==> config.mk <==
export PLATFORM = sky130hd
export DESIGN_NAME = packet_framer_crc24
export DESIGN_NICKNAME = d
export VERILOG_FILES = /design/src/rtl/pfc_pkg.sv /design/src/rtl/pfc_crc_unit.sv /design/src/rtl/packet_framer_crc24.sv
export SDC_FILE = /design/constraint.sdc
export NUM_CORES = 1
export LEC_CHECK = 0
export BUFFER_PORTS_ARGS = -buffer_cell sky130_fd_sc_hd__buf_2
export CAP_MARGIN = 20
export CORE_MARGIN = 10
export CORE_UTILIZATION = 51
export DETAILED_ROUTE_END_ITERATION = 6
export GPL_ROUTABILITY_DRIVEN = 0
export GPL_TIMING_DRIVEN = 0
export PLACE_DENSITY = 0.86
export SLEW_MARGIN = 0
export SYNTH_ARGS = -nofsm -noshare
export SYNTH_HDL_FRONTEND = slang
export SYNTH_SLANG_ARGS = --single-unit
==> constraint.sdc <==
create_clock -name aclk -period 3.7 [get_ports aclk]
set_input_delay 0.74 -clock aclk [delete_from_list [all_inputs] [get_ports aclk]]
set_output_delay 0.74 -clock aclk [all_outputs]
set_load 0.05 [all_outputs]
==> src/rtl/pfc_pkg.sv <==
// Shared types, constants and the byte-wide CRC-24 update for the packet framer.
// No dependencies; imported by pfc_crc_unit and packet_framer_crc24.
package pfc_pkg;

    localparam logic [23:0] CRC_POLY  = 24'h00065B;
    localparam logic [23:0] CRC_RESET = 24'h555555;

    // Position of the byte being emitted within one framing job
    typedef enum logic [2:0] {
        STEP_PREAMBLE = 3'd0,
        STEP_SOURCE   = 3'd1,
        STEP_DEST     = 3'd2,
        STEP_HEADER   = 3'd3,
        STEP_LEN      = 3'd4,   // length byte on a start job, payload byte otherwise
        STEP_CRC_HI   = 3'd5,
        STEP_CRC_MID  = 3'd6,
        STEP_CRC_LO   = 3'd7
    } step_t;

    typedef struct packed {
        logic feed;      // shift one byte into the CRC this cycle
        logic load;      // start from the preset instead of the running value
    } crc_ctl_t;

    // Shift one byte into the CRC, most significant bit first
    function automatic logic [23:0] crc24_byte(input logic [23:0] crc_in,
                                               input logic [7:0]  data);
        logic [23:0] c;
        logic        fb;
        c = crc_in;
        for (int k = 7; k >= 0; k--) begin
            fb = c[23] ^ data[k];
            c  = {c[22:0], 1'b0};
            if (fb) begin
                c = c ^ CRC_POLY;
            end
        end
        return c;
    endfunction

endpackage

==> src/rtl/pfc_crc_unit.sv <==
// Running CRC-24 register with a byte-wide update per cycle while ctl.feed is high.
// Depends on pfc_pkg (crc24_byte, crc_ctl_t, CRC_RESET).
module pfc_crc_unit
    import pfc_pkg::*;
(
    input  logic        aclk,
    input  logic        aresetn,
    input  crc_ctl_t    ctl,
    input  logic [7:0]  data,
    input  logic [23:0] preset,
    output logic [23:0] crc
);

    logic [23:0] crc_reg;
    logic [23:0] crc_next;
    logic [23:0] crc_base;

    assign crc_base = ctl.load ? preset : crc_reg;
    assign crc_next = ctl.feed ? crc24_byte(crc_base, data) : crc_reg;

    always_ff @(posedge aclk) begin
        if (!aresetn) begin
            crc_reg <= CRC_RESET;
        end else begin
            crc_reg <= crc_next;
        end
    end

    assign crc = crc_reg;

endmodule

==> src/rtl/packet_framer_crc24.sv <==
// Top level of the packet framer: input job register, byte sequencer, output register.
// Depends on pfc_pkg and pfc_crc_unit.
//
// Usage:
//   The slave channel takes transactions of two kinds, chosen by s_tuser: a start
//   transaction (s_tuser = 0) opens a packet with source, destination, header and
//   payload length; a payload transaction (s_tuser = 1) carries one payload byte.
//   The master channel sends the framed packet one byte per transaction: preamble,
//   source, destination, header, length, payload bytes, then the CRC-24 most
//   significant byte first. m_tlast marks the final CRC byte.
//   Path: an accepted transaction goes to the job register, then each of its
//   bytes to the output register, from which the master channel presents it.
//   Bytes: a payload transaction yields one byte, the final payload transaction
//   of a packet four (byte plus three CRC bytes), a start transaction five bytes
//   and eight with an empty payload. The master channel moves one byte per cycle
//   while m_tready stays high; the CRC register absorbs each head and payload byte.
//   A payload transaction outside an open packet is accepted and dropped.
//   Reset: synchronous, aresetn low. Clears the packet state, both output and job
//   valids, and returns preamble_value to 0 and crc_preset to 0x555555.
//   Stall: with the output register full and m_tready low, both it and the job
//   register hold; s_tready is high only with no job or as its last byte is emitted.
//   Configuration writes are taken on any cycle with cfg_wr_en high and affect
//   the next packet; write them only while the framer is idle.
module packet_framer_crc24
    import pfc_pkg::*;
#(
    parameter int MAX_PAYLOAD = 255
)(
    input  logic        aclk,
    input  logic        aresetn,
    // slave channel
    input  logic        s_tvalid,
    output logic        s_tready,
    input  logic [39:0] s_tdata,   // [7:0] source_addr, [15:8] dest_addr,
                                   // [23:16] header_byte, [31:24] payload_len,
                                   // [39:32] payload_byte
    input  logic        s_tuser,   // [0] req_type: 0 start, 1 payload
    // master channel
    output logic        m_tvalid,
    input  logic        m_tready,
    output logic [7:0]  m_tdata,   // [7:0] out_byte
    output logic        m_tlast,   // last CRC byte of the packet
    // configuration write port
    input  logic        cfg_wr_en,
    input  logic        cfg_index,
    input  logic [23:0] cfg_wdata
);

    localparam logic       CFG_PREAMBLE = 1'b0;
    localparam logic       CFG_PRESET   = 1'b1;
    localparam logic [7:0] MAX_LEN      = 8'(MAX_PAYLOAD);

    // Split the slave payload
    logic [7:0] in_src;
    logic [7:0] in_dst;
    logic [7:0] in_hdr;
    logic [7:0] in_len;
    logic [7:0] in_pay;
    logic [7:0] len_clamped;

    assign in_src = s_tdata[7:0];
    assign in_dst = s_tdata[15:8];
    assign in_hdr = s_tdata[23:16];
    assign in_len = s_tdata[31:24];
    assign in_pay = s_tdata[39:32];
    assign len_clamped = (in_len > MAX_LEN) ? MAX_LEN : in_len;

    // Configuration registers
    logic [7:0]  preamble_reg;
    logic [23:0] preset_reg;

    always_ff @(posedge aclk) begin
        if (!aresetn) begin
            preamble_reg <= 8'd0;
            preset_reg   <= CRC_RESET;
        end else if (cfg_wr_en) begin
            unique case (cfg_index)
                CFG_PREAMBLE: preamble_reg <= cfg_wdata[7:0];
                CFG_PRESET:   preset_reg   <= cfg_wdata;
                default:      ;
            endcase
        end
    end

    // Packet tracking on the accept side
    logic       in_packet_reg;
    logic       in_packet_next;
    logic [7:0] bytes_left_reg;
    logic [7:0] bytes_left_next;

    // Job register: one accepted transaction waiting to be serialized
    logic       job_valid_reg;
    logic       job_start_reg;
    logic       job_crc_reg;      // CRC bytes follow the data bytes
    step_t      step_reg;
    logic [7:0] job_src_reg;
    logic [7:0] job_dst_reg;
    logic [7:0] job_hdr_reg;
    logic [7:0] job_len_reg;      // length on start, payload byte otherwise

    logic       job_create;
    logic       job_add_crc;
    logic       accept;
    logic       emit;
    logic       job_done;

    // Output register
    logic       m_tvalid_reg;
    logic [7:0] m_tdata_reg;
    logic       m_tlast_reg;

    logic [7:0] emit_byte;
    logic [23:0] crc_val;
    crc_ctl_t   crc_ctl;

    // Advance when the output register is free or being drained this cycle
    assign emit     = job_valid_reg && (!m_tvalid_reg || m_tready);
    assign job_done = (step_reg == STEP_CRC_LO) || ((step_reg == STEP_LEN) && !job_crc_reg);
    assign s_tready = !job_valid_reg || (emit && job_done);
    assign accept   = s_tvalid && s_tready;

    // Decide what the accepted transaction produces
    always_comb begin
        in_packet_next  = in_packet_reg;
        bytes_left_next = bytes_left_reg;
        job_create      = 1'b0;
        job_add_crc     = 1'b0;
        priority if (!s_tuser) begin
            // start: drop any open packet and open a new one
            job_create      = 1'b1;
            job_add_crc     = (len_clamped == 8'd0);
            bytes_left_next = len_clamped;
            in_packet_next  = (len_clamped != 8'd0);
        end else if (in_packet_reg && (bytes_left_reg != 8'd0)) begin
            job_create      = 1'b1;
            bytes_left_next = bytes_left_reg - 8'd1;
            if (bytes_left_reg == 8'd1) begin
                job_add_crc    = 1'b1;
                in_packet_next = 1'b0;
            end
        end else begin
            // payload outside a packet: drop it
            job_create = 1'b0;
        end
    end

    always_ff @(posedge aclk) begin
        if (!aresetn) begin
            in_packet_reg  <= 1'b0;
            bytes_left_reg <= 8'd0;
        end else if (accept) begin
            in_packet_reg  <= in_packet_next;
            bytes_left_reg <= bytes_left_next;
        end
    end

    always_ff @(posedge aclk) begin
        if (!aresetn) begin
            job_valid_reg <= 1'b0;
            job_start_reg <= 1'b0;
            job_crc_reg   <= 1'b0;
            step_reg      <= STEP_PREAMBLE;
        end else if (accept) begin
            job_valid_reg <= job_create;
            job_start_reg <= !s_tuser;
            job_crc_reg   <= job_add_crc;
            step_reg      <= s_tuser ? STEP_LEN : STEP_PREAMBLE;
        end else if (emit) begin
            if (job_done) begin
                job_valid_reg <= 1'b0;
            end else begin
                step_reg <= step_t'(step_reg + 3'd1);
            end
        end
    end

    // Job payload fields carry no reset
    always_ff @(posedge aclk) begin
        if (accept) begin
            job_src_reg <= in_src;
            job_dst_reg <= in_dst;
            job_hdr_reg <= in_hdr;
            job_len_reg <= s_tuser ? in_pay : len_clamped;
        end
    end

    // Select the byte for the current step
    always_comb begin
        unique case (step_reg)
            STEP_PREAMBLE: emit_byte = preamble_reg;
            STEP_SOURCE:   emit_byte = job_src_reg;
            STEP_DEST:     emit_byte = job_dst_reg;
            STEP_HEADER:   emit_byte = job_hdr_reg;
            STEP_LEN:      emit_byte = job_len_reg;
            STEP_CRC_HI:   emit_byte = crc_val[23:16];
            STEP_CRC_MID:  emit_byte = crc_val[15:8];
            STEP_CRC_LO:   emit_byte = crc_val[7:0];
            default:       emit_byte = 8'd0;
        endcase
    end

    // Feed every head and payload byte into the CRC as it is emitted
    assign crc_ctl.feed = emit && (step_reg <= STEP_LEN);
    assign crc_ctl.load = (step_reg == STEP_PREAMBLE);

    pfc_crc_unit u_crc (
        .aclk    (aclk),
        .aresetn (aresetn),
        .ctl     (crc_ctl),
        .data    (emit_byte),
        .preset  (preset_reg),
        .crc     (crc_val)
    );

    always_ff @(posedge aclk) begin
        if (!aresetn) begin
            m_tvalid_reg <= 1'b0;
        end else if (emit) begin
            m_tvalid_reg <= 1'b1;
        end else if (m_tready) begin
            m_tvalid_reg <= 1'b0;
        end
    end

    always_ff @(posedge aclk) begin
        if (emit) begin
            m_tdata_reg <= emit_byte;
            m_tlast_reg <= (step_reg == STEP_CRC_LO);
        end
    end

    assign m_tvalid = m_tvalid_reg;
    assign m_tdata  = m_tdata_reg;
    assign m_tlast  = m_tlast_reg;

    // An open packet always expects at least one more payload byte
    a_open_has_bytes: assert property (@(posedge aclk) disable iff (!aresetn)
        in_packet_reg |-> (bytes_left_reg != 8'd0))
        else $error("open packet with no bytes left");

    // A job without CRC never walks into the CRC steps
    a_no_crc_steps: assert property (@(posedge aclk) disable iff (!aresetn)
        (job_valid_reg && !job_crc_reg) |-> (step_reg <= STEP_LEN))
        else $error("CRC step reached on a job without CRC");

    // Payload jobs start at the data step, never in the head
    a_payload_step: assert property (@(posedge aclk) disable iff (!aresetn)
        (job_valid_reg && !job_start_reg) |-> (step_reg >= STEP_LEN))
        else $error("payload job in head step");

    // Back pressure on the slave side only comes from an occupied job register
    a_ready_cause: assert property (@(posedge aclk) disable iff (!aresetn)
        !s_tready |-> job_valid_reg)
        else $error("s_tready low with empty job register");

    // The last CRC byte is emitted only on a job that carries CRC bytes
    a_last_order: assert property (@(posedge aclk) disable iff (!aresetn)
        (emit && (step_reg == STEP_CRC_LO)) |-> job_crc_reg)
        else $error("last byte on a job without CRC");

endmodule

# Word-level counts from Yosys, hierarchy flattened
# Index checks and enable logic that the tools add are counted.
[classes] bitwise=17 addsub=2 magnitude_cmp=2 muxes=31 reduce_logical=25 eq_ne=11
[op_table] operator="11-bit 2-to-1 mux" count=8
[op_table] operator="8-bit case mux with 8 select lines" count=1
[op_table] operator="7-bit NOT" count=8
[op_table] operator="8-bit 2-to-1 mux" count=4
[op_table] operator="24-bit 2-to-1 mux" count=1
[op_table] operator="8-bit nonzero test" count=2
[op_table] operator="1-bit 2-to-1 mux" count=13
[op_table] operator="3-bit == test, second input constant" count=4
[op_table] operator="3-bit 2-to-1 mux" count=4
[op_table] operator="2-bit AND reduction" count=5
[op_table] operator="8-bit by 1-bit == test with 1-bit output, second input constant" count=1
[op_table] operator="8-bit > comparator, second input constant" count=1
[op_table] operator="8-bit logical NOT" count=1
[op_table] operator="8-bit by 1-bit subtractor with 8-bit output, second input constant" count=1
[op_table] operator="1-bit bitwise XOR" count=8
[op_table] operator="3-bit by 2-bit == test with 1-bit output, second input constant" count=2
[op_table] operator="1-bit logical AND" count=6
[op_table] operator="2-bit nonzero test" count=3
[op_table] operator="2-bit by 1-bit != test with 1-bit output, second input constant" count=2
[op_table] operator="3-bit by 1-bit adder with 3-bit output, second input constant" count=1
[op_table] operator="3-bit by 1-bit == test with 1-bit output, second input constant" count=1
[op_table] operator="3-bit <= comparator, second input constant" count=1
[op_table] operator="1-bit logical NOT" count=3
[op_table] operator="3-bit logical NOT" count=1
[op_table] operator="other kinds (4)" count=6
[totals] reg_bits=112 word_cells=103 inputBits=71

# Logic depth before layout (Yosys ltp)
# Gate-level depths: netlist of the first run.
[logic_depth] ltp_word=18 ltp_mapped=13 ltp_nobuf=9

# Modules after synthesis
# From an unflattened synthesis of the first run, not the netlist that was laid out.
[unflattened] cells_unflattened=560 hier_area_um2=5575.3
[by_module_without_submodules] module="packet_framer_crc24" instances=1 area_per_inst_um2=3910.0 cells_per_inst=396
[by_module_without_submodules] module="pfc_crc_unit" instances=1 area_per_inst_um2=1665.3 cells_per_inst=164

# Worst setup path before layout of the first run
# No wires, ideal clock.
[synth_timing] path_kind="register -> register" startpoint="register step_reg[2]" endpoint="register u_crc.crc_reg[7] (netlist: u_crc.crc[7])" n_path_buf=4 period_less_slack_ps=3602 required_ps=3578 setup_time_ps=122 stages_incl_launch_ff=14 t_arrival_ps=3480 setup_slack_ps=98 cell_sequence="dfxtp_1 -> clkbuf_1 -> inv_1 -> ha_1 -> buf_6 -> or4_4 -> buf_6 -> or2_0 -> buf_6 -> a31oi_1 -> xnor2_1 -> xnor3_1 -> and3_1 -> a311o_1"
[synth_rtl] element="start: declaration" line="packet_framer_crc24.sv:95" text="step_t step_reg;"
[synth_rtl] element="start signal: assignment" line="packet_framer_crc24.sv:167" text="step_reg <= s_tuser ? STEP_LEN : STEP_PREAMBLE;"
[synth_rtl] element="start signal: assignment" line="packet_framer_crc24.sv:172" text="step_reg <= step_t'(step_reg + 3'd1);"
[synth_rtl] element="3-bit == test, or another cell as far along" line="packet_framer_crc24.sv:189" text="unique case (step_reg)"
[synth_rtl] element="8-bit case mux with 8 select lines *" line="packet_framer_crc24.sv:189"
[synth_rtl] element="named net emit_byte[4]" line="packet_framer_crc24.sv:112" text="logic [7:0] emit_byte;"
[synth_rtl] element="1-bit bitwise XOR *" line="pfc_pkg.sv:32" text="fb = c[23] ^ data[k];"
[synth_rtl] element="11-bit 2-to-1 mux *" line="pfc_pkg.sv:34" text="if (fb) begin"
[synth_rtl] element="7-bit NOT (no line)"
[synth_rtl] element="11-bit 2-to-1 mux * (2 in series)" line="pfc_pkg.sv:34"
[synth_rtl] element="7-bit NOT (no line)"
[synth_rtl] element="11-bit 2-to-1 mux * (2 in series)" line="pfc_pkg.sv:34"
[synth_rtl] element="end signal: assignment" line="pfc_crc_unit.sv:25" text="crc_reg <= crc_next;"
[synth_rtl] element="end: declaration" line="pfc_crc_unit.sv:14" text="logic [23:0] crc_reg;"
# The timed path passes the listed nets; every way through them passes the cells marked *.
# A chain may end at the register's enable or synchronous reset.

# Worst setup path after layout of the first run
[layout_timing] startpoint="register step_reg[2]" endpoint="register u_crc.crc_reg[8] (netlist: u_crc.crc[8])"
[layout_via] elab_chain_len=14
[layout_rtl] element="3-bit == test, or another cell as far along" line="packet_framer_crc24.sv:189"
[layout_rtl] element="8-bit case mux with 8 select lines *" line="packet_framer_crc24.sv:189"
[layout_rtl] element="named net emit_byte[7]" line="packet_framer_crc24.sv:112"
[layout_rtl] element="1-bit bitwise XOR *" line="pfc_pkg.sv:32"
[layout_rtl] element="11-bit 2-to-1 mux * (2 in series)" line="pfc_pkg.sv:34"
[layout_rtl] element="7-bit NOT (no line)"
[layout_rtl] element="11-bit 2-to-1 mux *" line="pfc_pkg.sv:34"
[layout_rtl] element="7-bit NOT (no line)"
[layout_rtl] element="11-bit 2-to-1 mux * (2 in series)" line="pfc_pkg.sv:34"
[layout_rtl] element="7-bit NOT (no line)"
[layout_rtl] element="11-bit 2-to-1 mux * (3 in series)" line="pfc_pkg.sv:34"
# Marked as above.

==> summary.md, run 1 <==
| Metric | Value |
|---|---|
| Final setup violation count | 0 |
| Utilization after layout | around three fifths |
| Max H-tree Level | 3 |
| DR vias/cell | about 5.9 |
| Post-synth EDFFs | 41 |
| Rows | 37 |
| Worst Slack Setup Final | ~0.034 ns |
| Max_cap viols | 0 |
| Final Cell Area | 6320 um^2 |
| Synthesized area | 5340 um^2 |
| Slew HR | approximately 47% |
| Fin Setup TNS | 0 ns |
| Hold slack final | between 0.4 and 0.5 ns |
| Initial DRC count | ~580 |
| Leak Pwr | roughly 2.5 nW |
| Failing checks | DRC |
| Clk_lat worst skew | 0.39 ns |
| Die width | ~120 um |
| Fin crit share | just under 100% |
| Startpoint types | flop |
| Post-Syn Instances | approximately 540 |
| Skew final | between 0.015 and 0.02 ns |
| Slew @ Worst Pin | between 0.8 and 0.9 ns |
| Antenna fix cells | 0 |
| Synth Register Bits | 112 |
| Vias in the first global route | about 4500 |
| Cell taking the most area after synthesis | dfxtp_1 |
| Largest net degree at the start of global routing | 26 |
| Most frequent cells in the layout | nand2_1, buf_2, dfxtp_1 |
| Drt wl/cell | 19.4 um |
| TritonRoute pass-1 iters | 7 |
| DP Cell Count | between 700 and 800 |
| Clk slew on worst S/H paths | 0.11 ns |
| Finished Layout Cells | 777 |
| Maximum clock rate | 273 MHz |
| DP Area | 5940 um^2 |
| Top_reg_cell synth | dfxtp_1 |
| DRC | 14 |
| Dpl hpwl | ~11 mm |
| Inserted Clock Buffers | 9 |
| Max-slew violations | 0 |
| Grt ovf | 0 |
| Vias | 4584 |
| Yosys cell types | 53 |
| Maximum VDD drop | 0.285 mV |
| Share of flip-flops with an asynchronous set or reset | 0% |
| Core ar. | slightly above 10000 um^2 |
| Post-route ant nets | 0 |
| Critical path class | flop to flop |
| Root Buffer | clkbuf_8 |
| All-Layer GR Usage | about a fifth |
| Min-Delay Path Class | flop to flop |
| Synth-to-layout area growth | 18.5% |
| Final min period | around 3.7 ns |
| Die footprint | ~15000 um^2 |
| First-pass GRT wire length | roughly 23 mm |
| Commonest non-fill, non-tap cell in the layout | nand2_1 |
| Die H | 122 um |
| Initial core utilization | around 52% |
| Worst Path Arrival | roughly 4.0 ns |
| Mean Syn Cell Area | ~10 um^2 |
| IO Pins | between 80 and 90 |
| Outcome | finished, violations left |
| PortBufs | about 80 |
| Final wirelength | about 15 mm |
| Yosys top cell area share | 26.6% |
| Initial antenna violation count | 0 |
| Share of layout cells above drive strength 1 | around 22% |
| Clk buf depth | 2 |
| Syn_nets | around 610 |
| Sequential fraction of the synthesis area | between 40% and 50% |
| Hold Buf Count CTS | 0 |
| Synth warn | 0 |
| CTS tree | built |
| Place WS | -0.406 ns |
| Count of nets after finishing | between 700 and 800 |
| Final Hold Fails | 0 |
| Critical Path RT | ~4 ns |
| Pwr Total | roughly 3 mW |
| Pwr/cell area | around 480 nW/um^2 |
| CP endpoint kind | flop |
| Top cells by area, synth | dfxtp_1, edfxtp_1, nand2_1 |
| CP max FO | 10 |
| CTS sink cnt | between 100 and 150 |
## synth_stat cells, types with 2 or more instances
library cell and number:
xnor3_1 5, a221oi_1 6, nand2_1 102, nor2b_1 3, mux2_2 8, nand3_1 20
ha_1 8, a31oi_1 5, o2bb2ai_1 2, buf_6 3, o211ai_1 8, mux2i_1 31
xnor2_1 19, dfxtp_1 71, or3_1 2, o21a_1 3, and3_1 2, a21oi_1 24
nor3_1 15, a22o_1 6, o21ai_0 17, inv_1 10, edfxtp_1 41, a222oi_1 2
xor2_1 13, clkbuf_1 27, and2_1 3, a211oi_1 7, a31oi_2 3, buf_2 2
buf_1 2, nor2_1 31, a31o_2 3, a22oi_1 12
## cell families after synthesis
group / Yosys count / synth area share [%]
AND/OR/NAND/NOR: 186 / 14.9
flip-flops: 112 / 49.7
AO/OA/AOI/OAI: 106 / 14.2
buffers and inverters: 45 / 3.64
XOR/XNOR: 39 / 8.19
multiplexers: 39 / 7.50
adder cells (fa/ha/maj): 8 / 1.88
## area by class of cell
class                           instances  area (um^2)
Buffer                                 34          156
Clock buffer                           10          138
Clock inverter                          6         48.8
Fill cell                             829         3960
Inverter                               11         41.3
Multi-Input combinational cell        378         2620
Sequential cell                       112         2650
Tap cell                              136          170
Timing Repair Buffer                   90          493
## worst max-delay path, cell delays in order, from the launching register on
cell and delay [ns]:
dfxtp_2 0.39, buf_4 0.19, inv_1 0.13, ha_1 0.23, buf_6 0.14, or4_4 0.54, buf_6 0.16, or2_0 0.21
buf_6 0.17, a41oi_4 0.29, xor2_4 0.33, xnor3_1 0.48, nor3b_1 0.23, a211oi_1 0.06
## power breakdown
part	switching [mW]	internal [mW]	leakage, nW	total (mW)
registers	0.0755	1.39	0.978	1.46
logic	0.470	0.384	1.43	0.854
clock network	0.435	0.273	0.0957	0.708
total	0.980	2.04	2.51	3.02
## path summary, 6_finish.rpt
| path | startpoint | to | slack [ns] | cells past startpoint |
|---|---|---|---|---|
| worst max register to register | step_reg[2]$_SDFFE_PN0P_ | u_crc.crc[8]$_SDFFE_PN1P_ | 0.03 | 13 |
| worst min-delay path | job_crc_reg$_SDFFE_PN0P_ | job_crc_reg$_SDFFE_PN0P_ | 0.46 | 2 |
| worst max-delay path | step_reg[2]$_SDFFE_PN0P_ | u_crc.crc[8]$_SDFFE_PN1P_ | 0.03 | 13 |
| worst min register to register | job_crc_reg$_SDFFE_PN0P_ | job_crc_reg$_SDFFE_PN0P_ | 0.46 | 2 |
## repair_timing
item / 4_1_cts / 5_1_grt
hold endpoints to repair: 0 / 0
pin swaps: 5 / 4
setup endpoints to repair: 15 / 10
buffers inserted: 2 / 5
gates resized for setup: 9 / 11
## routing by layer
layer | GRT usage, % | vias up | routed length [um]
li1 | - | 2105 | -
met1 | 24.2 | 2139 | 5950
met2 | 30.7 | 279 | 7120
met3 | 5.83 | 61 | 1280
met4 | 9.28 | 0 | 721
met5 | 0 | - | 0
Power figures use the tool's default switching activity.
==> inputs of run 2 (changes only) <==
--- a/config.mk
+++ b/config.mk
@@ -8,12 +8,13 @@
 export BUFFER_PORTS_ARGS = -buffer_cell sky130_fd_sc_hd__buf_2
 export CAP_MARGIN = 20
 export CORE_MARGIN = 10
-export CORE_UTILIZATION = 51
+export CORE_UTILIZATION = 57
 export DETAILED_ROUTE_END_ITERATION = 6
 export GPL_ROUTABILITY_DRIVEN = 0
 export GPL_TIMING_DRIVEN = 0
-export PLACE_DENSITY = 0.86
+export PLACE_DENSITY = 0.8
 export SLEW_MARGIN = 0
 export SYNTH_ARGS = -nofsm -noshare
 export SYNTH_HDL_FRONTEND = slang
+export SYNTH_HIERARCHICAL = 1
 export SYNTH_SLANG_ARGS = --single-unit
==> constraint.sdc (replaced) <==
create_clock -name aclk -period 3.45 [get_ports aclk]
set_input_delay 0.69 -clock aclk [delete_from_list [all_inputs] [get_ports aclk]]
set_output_delay 0.69 -clock aclk [all_outputs]
set_load 0.05 [all_outputs]
==> run 2 against run 1 <==
Compared with the run above:
- the run now ends clean
- core utilization grew 4.7 points
- global-route usage increased by 1.3 points
- via count about the same
- total power is 5.4% higher
- sequential share of layout area down 0.41 points
- maximum frequency is 12% higher
- cell area rose by 0.93%
- critical path depth is 2 lower
- synthesized cell count rose by 4.7%
- register-to-register slack improved by 0.15 ns
- largest power group unchanged
==> summary.md, run 2 <==
| Metric | Value |
|---|---|
| Yosys top cell area share | roughly a quarter |
| Syn_nets | around 640 |
| Max H-tree Level | 3 |
| Leak Pwr | roughly 2.7 nW |
| CP max FO | 10 |
| Hold Buf Count CTS | 0 |
| CTS tree | built |
| Rows | 36 |
| Vias | 4585 |
| Slew @ Worst Pin | roughly 0.84 ns |
| Worst Reg-to-Reg Cells | 11 |
| All-Layer GR Usage | between 20% and 30% |
| Clk buf depth | 2 |
| Hold path start | s_tdata[0] |
| Critical Path RT | ~3.8 ns |
| Slew HR | 43.7% |
| Inserted Clock Buffers | 9 |
| Yosys cell types | 60 |
| Worst Path Arrival | 3.57 ns |
| Most frequent cells in the layout | nand2_1, buf_2, dfxtp_1 |
| Synth warn | 6 |
| Vias in the first global route | 4658 |
| Synthesized area | roughly 5600 um^2 |
| WHS Path Cells | 1 |
| Initial DRC count | approximately 360 |
| Clk_lat worst skew | 0.38 ns |
| Skew final | roughly 0.011 ns |
| Utilization after layout | 66.2% |
| Reg2Reg Capture Point | u_crc/crc[13]$_SDFFE_PN0P_ |
| CP endpoint kind | flop |
| Clk slew on worst S/H paths | roughly 0.11 ns |
| Share of flip-flops with an asynchronous set or reset | 0% |
| Post-synth EDFFs | just over 40 |
| Post-Syn Instances | 560 |
| Maximum VDD drop | approximately 0.21 mV |
| Mean Syn Cell Area | about 10 um^2 |
| Core ar. | 9640 um^2 |
| Top_reg_cell synth | dfxtp_1 |
| DP Area | approximately 6200 um^2 |
| Grt ovf | 0 |
| Antenna fix cells | 0 |
| Fin crit share | ~95% |
| Worst R2R Start | step_reg[1]$_SDFFE_PN0P_ |
| Startpoint types | flop |
| DR vias/cell | approximately 5.8 |
| Outcome | complete, no violations |
| Die H | approximately 120 um |
| Final Cell Area | approximately 6400 um^2 |
| Die width | roughly 120 um |
| Sequential fraction of the synthesis area | 47.6% |
| Drt wl/cell | between 15 and 20 um |
| Top cells by area, synth | dfxtp_1, edfxtp_1, nand2_1 |
| IO Pins | roughly 80 |
| Maximum clock rate | ~310 MHz |
| Critical path class | flop to flop |
| PortBufs | 81 |
| Count of nets after finishing | about 730 |
| Initial antenna violation count | 0 |
| Synth-to-layout area growth | 14.4% |
| Dpl hpwl | around 12 mm |
| CTS sink cnt | approximately 110 |
| Max-slew violations | 0 |
| Synth top cells by count | nand2_1, dfxtp_1, edfxtp_1 |
| TritonRoute pass-1 iters | 5 |
| Synth Register Bits | about 110 |
| First-pass GRT wire length | between 20 and 25 mm |
| Commonest non-fill, non-tap cell in the layout | nand2_1 |
| Worst hold endpoint | job_src_reg[0]$_DFFE_PP_ |
| Pwr/cell area | around 500 nW/um^2 |
| Post-route ant nets | 0 |
| Final setup violation count | 0 |
| Min-Delay Path Class | input port to flop |
| Final wirelength | 15.0 mm |
| Share of layout cells above drive strength 1 | around a fifth |
| DRC | 0 |
| Top-count cell post-synth | nand2_1 |
| Root Buffer | clkbuf_8 |
| Final Hold Fails | 0 |
| Max_cap viols | 0 |
| Cell taking the most area after synthesis | dfxtp_1 |
| Initial core utilization | between 50% and 60% |
| Final min period | about 3.3 ns |
| Reg2reg setup slack | 0.18 ns |
| Die footprint | approximately 14000 um^2 |
| Largest net degree at the start of global routing | 24 |
==> run 2: cell count changes in the layout (fill, tap and decap cells not counted), sizes merged, moves of 10 or more <==
| cell | change |
|---|---|
| a21oi | -10 |
| nand2 | +10 |
| a21boi | +24 |
| nor3 | -13 |
==> run 2: critical path, cell delays in order, from the launching register on <==
cell and delay, ns:
dfxtp_1 0.37, inv_1 0.10, ha_2 0.26, clkbuf_1 0.42, a22oi_1 0.21, a31oi_1 0.22, nor2_1 0.07, a31oi_2 0.31
xor2_1 0.43, xnor3_1 0.48, nand2b_1 0.15, a21oi_1 0.16
==> run 2: logic make-up (layout without fill, tap and decap cells) <==
kind of cell               after synthesis  in the layout  share of synthesized area (%)
and+or+nand+nor                        204            204                           15.9
AOI/OAI and AO/OA                      116            116                           14.8
DFF                                    112            112                           47.6
buffers and inverters                   51            148                           4.53
xor gates and xnor gates                40             40                           9.47
muxes                                   29             29                           5.88
adders and majority gates                8              8                           1.80
==> run 2: cell type report <==
class,instances,area (um^2)
Tap cell,133,166
Fill cell,802,3260
Clock buffer,10,128
Multi-Input combinational cell,397,2710
Sequential cell,112,2650
Timing Repair Buffer,82,433
Buffer,38,206
Clock inverter,6,42.5
Inverter,12,45.0
==> run 2: layer usage <==
layer | wire length, um | share of wire [%] | vias to the layer above | GRT usage, %
met3 | 1440 | 9.6 | 53 | 5.29
met4 | 601 | 4.0 | 0 | 10.2
met5 | 0 | 0 | - | 0
met2 | 7090 | 47 | 241 | 34.8
li1 | - | - | 2159 | -
met1 | 5850 | 39 | 2132 | 24.5
==> run 2: what timing repair did <==
action,in CTS,in global routing
setup endpoints to repair,0,8
resized for setup,0,10
setup buffers,0,0
endpoints found under the hold margin,0,0
==> run 2: worst max-delay path by stage <==
stage	cells past startpoint	start	slack (ns)	to
final	11	step_reg[1]$_SDFFE_PN0P_	0.18	u_crc/crc[13]$_SDFFE_PN0P_
after global routing	13	step_reg[1]$_SDFFE_PN0P_	-0.01	u_crc/crc[9]$_SDFFE_PN0P_
after CTS	11	step_reg[1]$_SDFFE_PN0P_	0.003	u_crc/crc[11]$_SDFFE_PN0P_
after detailed placement	11	step_reg[1]$_SDFFE_PN0P_	0.05	u_crc/crc[11]$_SDFFE_PN0P_
after global placement	13	step_reg[2]$_SDFFE_PN0P_	0.13	u_crc/crc[11]$_SDFFE_PN0P_
after floorplan	13	step_reg[2]$_SDFFE_PN0P_	0.55	u_crc/crc[11]$_SDFFE_PN0P_
==> run 2: metrics by stage <==
step           hold slack, ns  instances  power [mW]  setup slack (ns)  setup TNS [ns]
6_report                0.472        790        3.19             0.184               0
5_1_grt                 0.464        790        3.32           -0.0125         -0.0125
4_1_cts                 0.464        791        3.17           0.00329               0
3_5_place_dp            0.461        775        2.47            0.0465               0
3_3_place_gp            0.449        774        2.44             0.130               0
2_1_floorplan           0.432        560        2.24             0.551               0
==> run 2: where the power goes <==
group	internal [mW]	switching [mW]	total, mW
Clock	0.268	0.452	0.720
Combinational	0.413	0.480	0.893
Sequential	1.49	0.0863	1.57
==> inputs of run 3 (changes only) <==
--- a/config.mk
+++ b/config.mk
@@ -8,11 +8,11 @@
 export BUFFER_PORTS_ARGS = -buffer_cell sky130_fd_sc_hd__buf_2
 export CAP_MARGIN = 20
 export CORE_MARGIN = 10
-export CORE_UTILIZATION = 57
+export CORE_UTILIZATION = 46
 export DETAILED_ROUTE_END_ITERATION = 6
 export GPL_ROUTABILITY_DRIVEN = 0
 export GPL_TIMING_DRIVEN = 0
-export PLACE_DENSITY = 0.8
+export PLACE_DENSITY = 0.67
 export SLEW_MARGIN = 0
 export SYNTH_ARGS = -nofsm -noshare
 export SYNTH_HDL_FRONTEND = slang
==> run 3 against run 2 <==
Compared with the run above:
- register-to-register slack worse by 0.04 ns
- sequential cell count did not move
- clock-buffer cell count rose by 2
- worst setup slack worse by 0.045 ns
- non-clock buffer count is the same
- combinational power barely moved
- total power up 7.5%
- critical path type unchanged
- highest routed layer unchanged
==> summary.md, run 3 (synthesized netlist as in run 2, its figures left out) <==
| Metric | Value |
|---|---|
| Skew final | ~0.0059 ns |
| Core ar. | 12000 um^2 |
| Fill cell count | approximately 1100 |
| Initial DRC count | 525 |
| First-pass GRT wire length | 23.8 mm |
| Critical Path RT | 3.74 ns |
| Worst Slack Setup Final | 0.139 ns |
| Most frequent cells in the layout | nand2_1, buf_2, dfxtp_1 |
| Die width | roughly 130 um |
| Vias in the first global route | ~4500 |
| Place WS | 0.00590 ns |
| Min-Delay Path Class | flop to flop |
| Postcts setup bufs | 0 |
| PortBufs | 81 |
| Count of nets after finishing | 731 |
| Critical path class | flop to flop |
| Maximum VDD drop | between 0.2 and 0.25 mV |
| Synth-to-layout area growth | 16.5% |
| Clk_lat worst skew | about 0.35 ns |
| DP Area | 6190 um^2 |
| Max_cap viols | 0 |
| Die H | between 100 and 150 um |
| Multi-input gate area | about 2700 um^2 |
| Maximum clock rate | about 300 MHz |
| Seq. cell area | 2650 um^2 |
| Initial core utilization | between 40 and 50% |
| TritonRoute pass-1 iters | 6 |
| Clk slew on worst S/H paths | roughly 0.070 ns |
| Final min period | between 3 and 4 ns |
| DR vias/cell | ~5.6 |
| Final setup violation count | 0 |
| Post-route ant nets | 0 |
| Commonest non-fill, non-tap cell in the layout | nand2_1 |
| All-Layer GR Usage | a little under a fifth |
| Dpl hpwl | 11.7 mm |
| DRC | 0 |
| Outcome | complete, no violations |
| Antenna fix cells | 0 |
| Die footprint | between 15000 and 20000 um^2 |
| Initial antenna violation count | 1 |
| Inserted Clock Buffers | 9 |
| Worst Path Arrival | between 3 and 4 ns |
| Final wirelength | approximately 15 mm |
| Rows | 40 |
| Grt ovf | 0 |
| Final Hold Fails | 0 |
| CTS sink cnt | between 100 and 150 |
| Leak Pwr | 2.71 nW |
| Fin crit share | a little over nine tenths |
| Startpoint types | flop |
| Clk buf depth | 2 |
| Drt wl/cell | between 15 and 20 um |
| Unrepaired setup endpoints after global routing | yes |
| CP endpoint kind | flop |
| CP max FO | 10 |
| Final Cell Area | between 6000 and 7000 um^2 |
| Pwr/cell area | roughly 530 nW/um^2 |
| Max-slew violations | 0 |
| Max H-tree Level | 3 |
| CTS tree | built |
| Largest net degree at the start of global routing | 25 |
| IO Pins | between 80 and 90 |
| Slew HR | 42.9% |
| Vias | 4467 |
| Share of layout cells above drive strength 1 | around 21% |
| Root Buffer | clkbuf_16 |
| Slew @ Worst Pin | ~0.85 ns |
run 3: cell count changes in the layout (fill, tap and decap cells not counted):
cell and change:
clkinv_4 +2, clkbuf_8 -9, xor2_1 -1, inv_6 -2, a31oi_1 +2, a31oi_4 +1, a31oi_2 -3, inv_4 -1
xor2_2 +1, clkinv_2 -1, clkbuf_1 +2, clkbuf_16 +9
run 3: per-layer routing:
metal	track usage (%)	share of wire, %	vias to the layer above
li1	-	-	2155
met1	22.4	42	2124
met2	30.2	48	165
met3	4.99	7.4	23
met4	6.22	2.0	0
met5	0	0	-
run 3: layout make-up:
type,count,share of cell area (%)
Buffer,38,3.18
Clock buffer,12,3.64
Clock inverter,4,0.481
Inverter,12,0.693
Multi-Input combinational cell,397,41.7
Sequential cell,112,40.8
Tap cell,147,2.83
Timing Repair Buffer,82,6.66
run 3: per-stage QoR:
step	utilization, %	total power [mW]	instances	setup TNS [ns]	hold WS [ns]
global placement	51.5	2.45	788	0	0.448
CTS	54.1	3.43	805	0	0.471
detailed placement	51.8	2.48	789	0	0.450
floorplan	-	2.24	560	0	0.432
global route	54.3	3.58	804	-0.0567	0.495
finish	54.3	3.43	804	0	0.470
run 3: path summary, 6_finish.rpt:
check	from	to	slack, ns	cells past startpoint
worst max-delay path	step_reg[1]$_SDFFE_PN0P_	u_crc/crc[9]$_SDFFE_PN0P_	0.14	11
worst min-delay path	in_packet_reg$_SDFFE_PN0P_	in_packet_reg$_SDFFE_PN0P_	0.47	2
worst max register to register	step_reg[1]$_SDFFE_PN0P_	u_crc/crc[9]$_SDFFE_PN0P_	0.14	11
worst min register to register	in_packet_reg$_SDFFE_PN0P_	in_packet_reg$_SDFFE_PN0P_	0.47	2
run 3: worst max-delay path: stages, from the launching register on:
cell      delay (ns)
dfxtp_1         0.39
ha_1            0.20
ha_1            0.19
clkbuf_1        0.37
a22oi_1         0.20
a31oi_1         0.21
nor2_1          0.07
a31oi_1         0.51
xor2_2          0.33
xnor3_1         0.32
or3_1           0.37
nand3_1         0.10
run 3: repair_timing:
item                       in CTS  in global routing
hold endpoints to repair        0                  0
setup endpoints to repair       1                 12
hold buffers                    0                  0
resized for setup               1                  9
pin swaps                       0                  0
run 3: power by group:
part	switching, mW	total (mW)	internal (mW)
logic	0.479	0.893	0.414
registers	0.0867	1.57	1.49
clock network	0.463	0.957	0.494
total	1.03	3.43	2.40
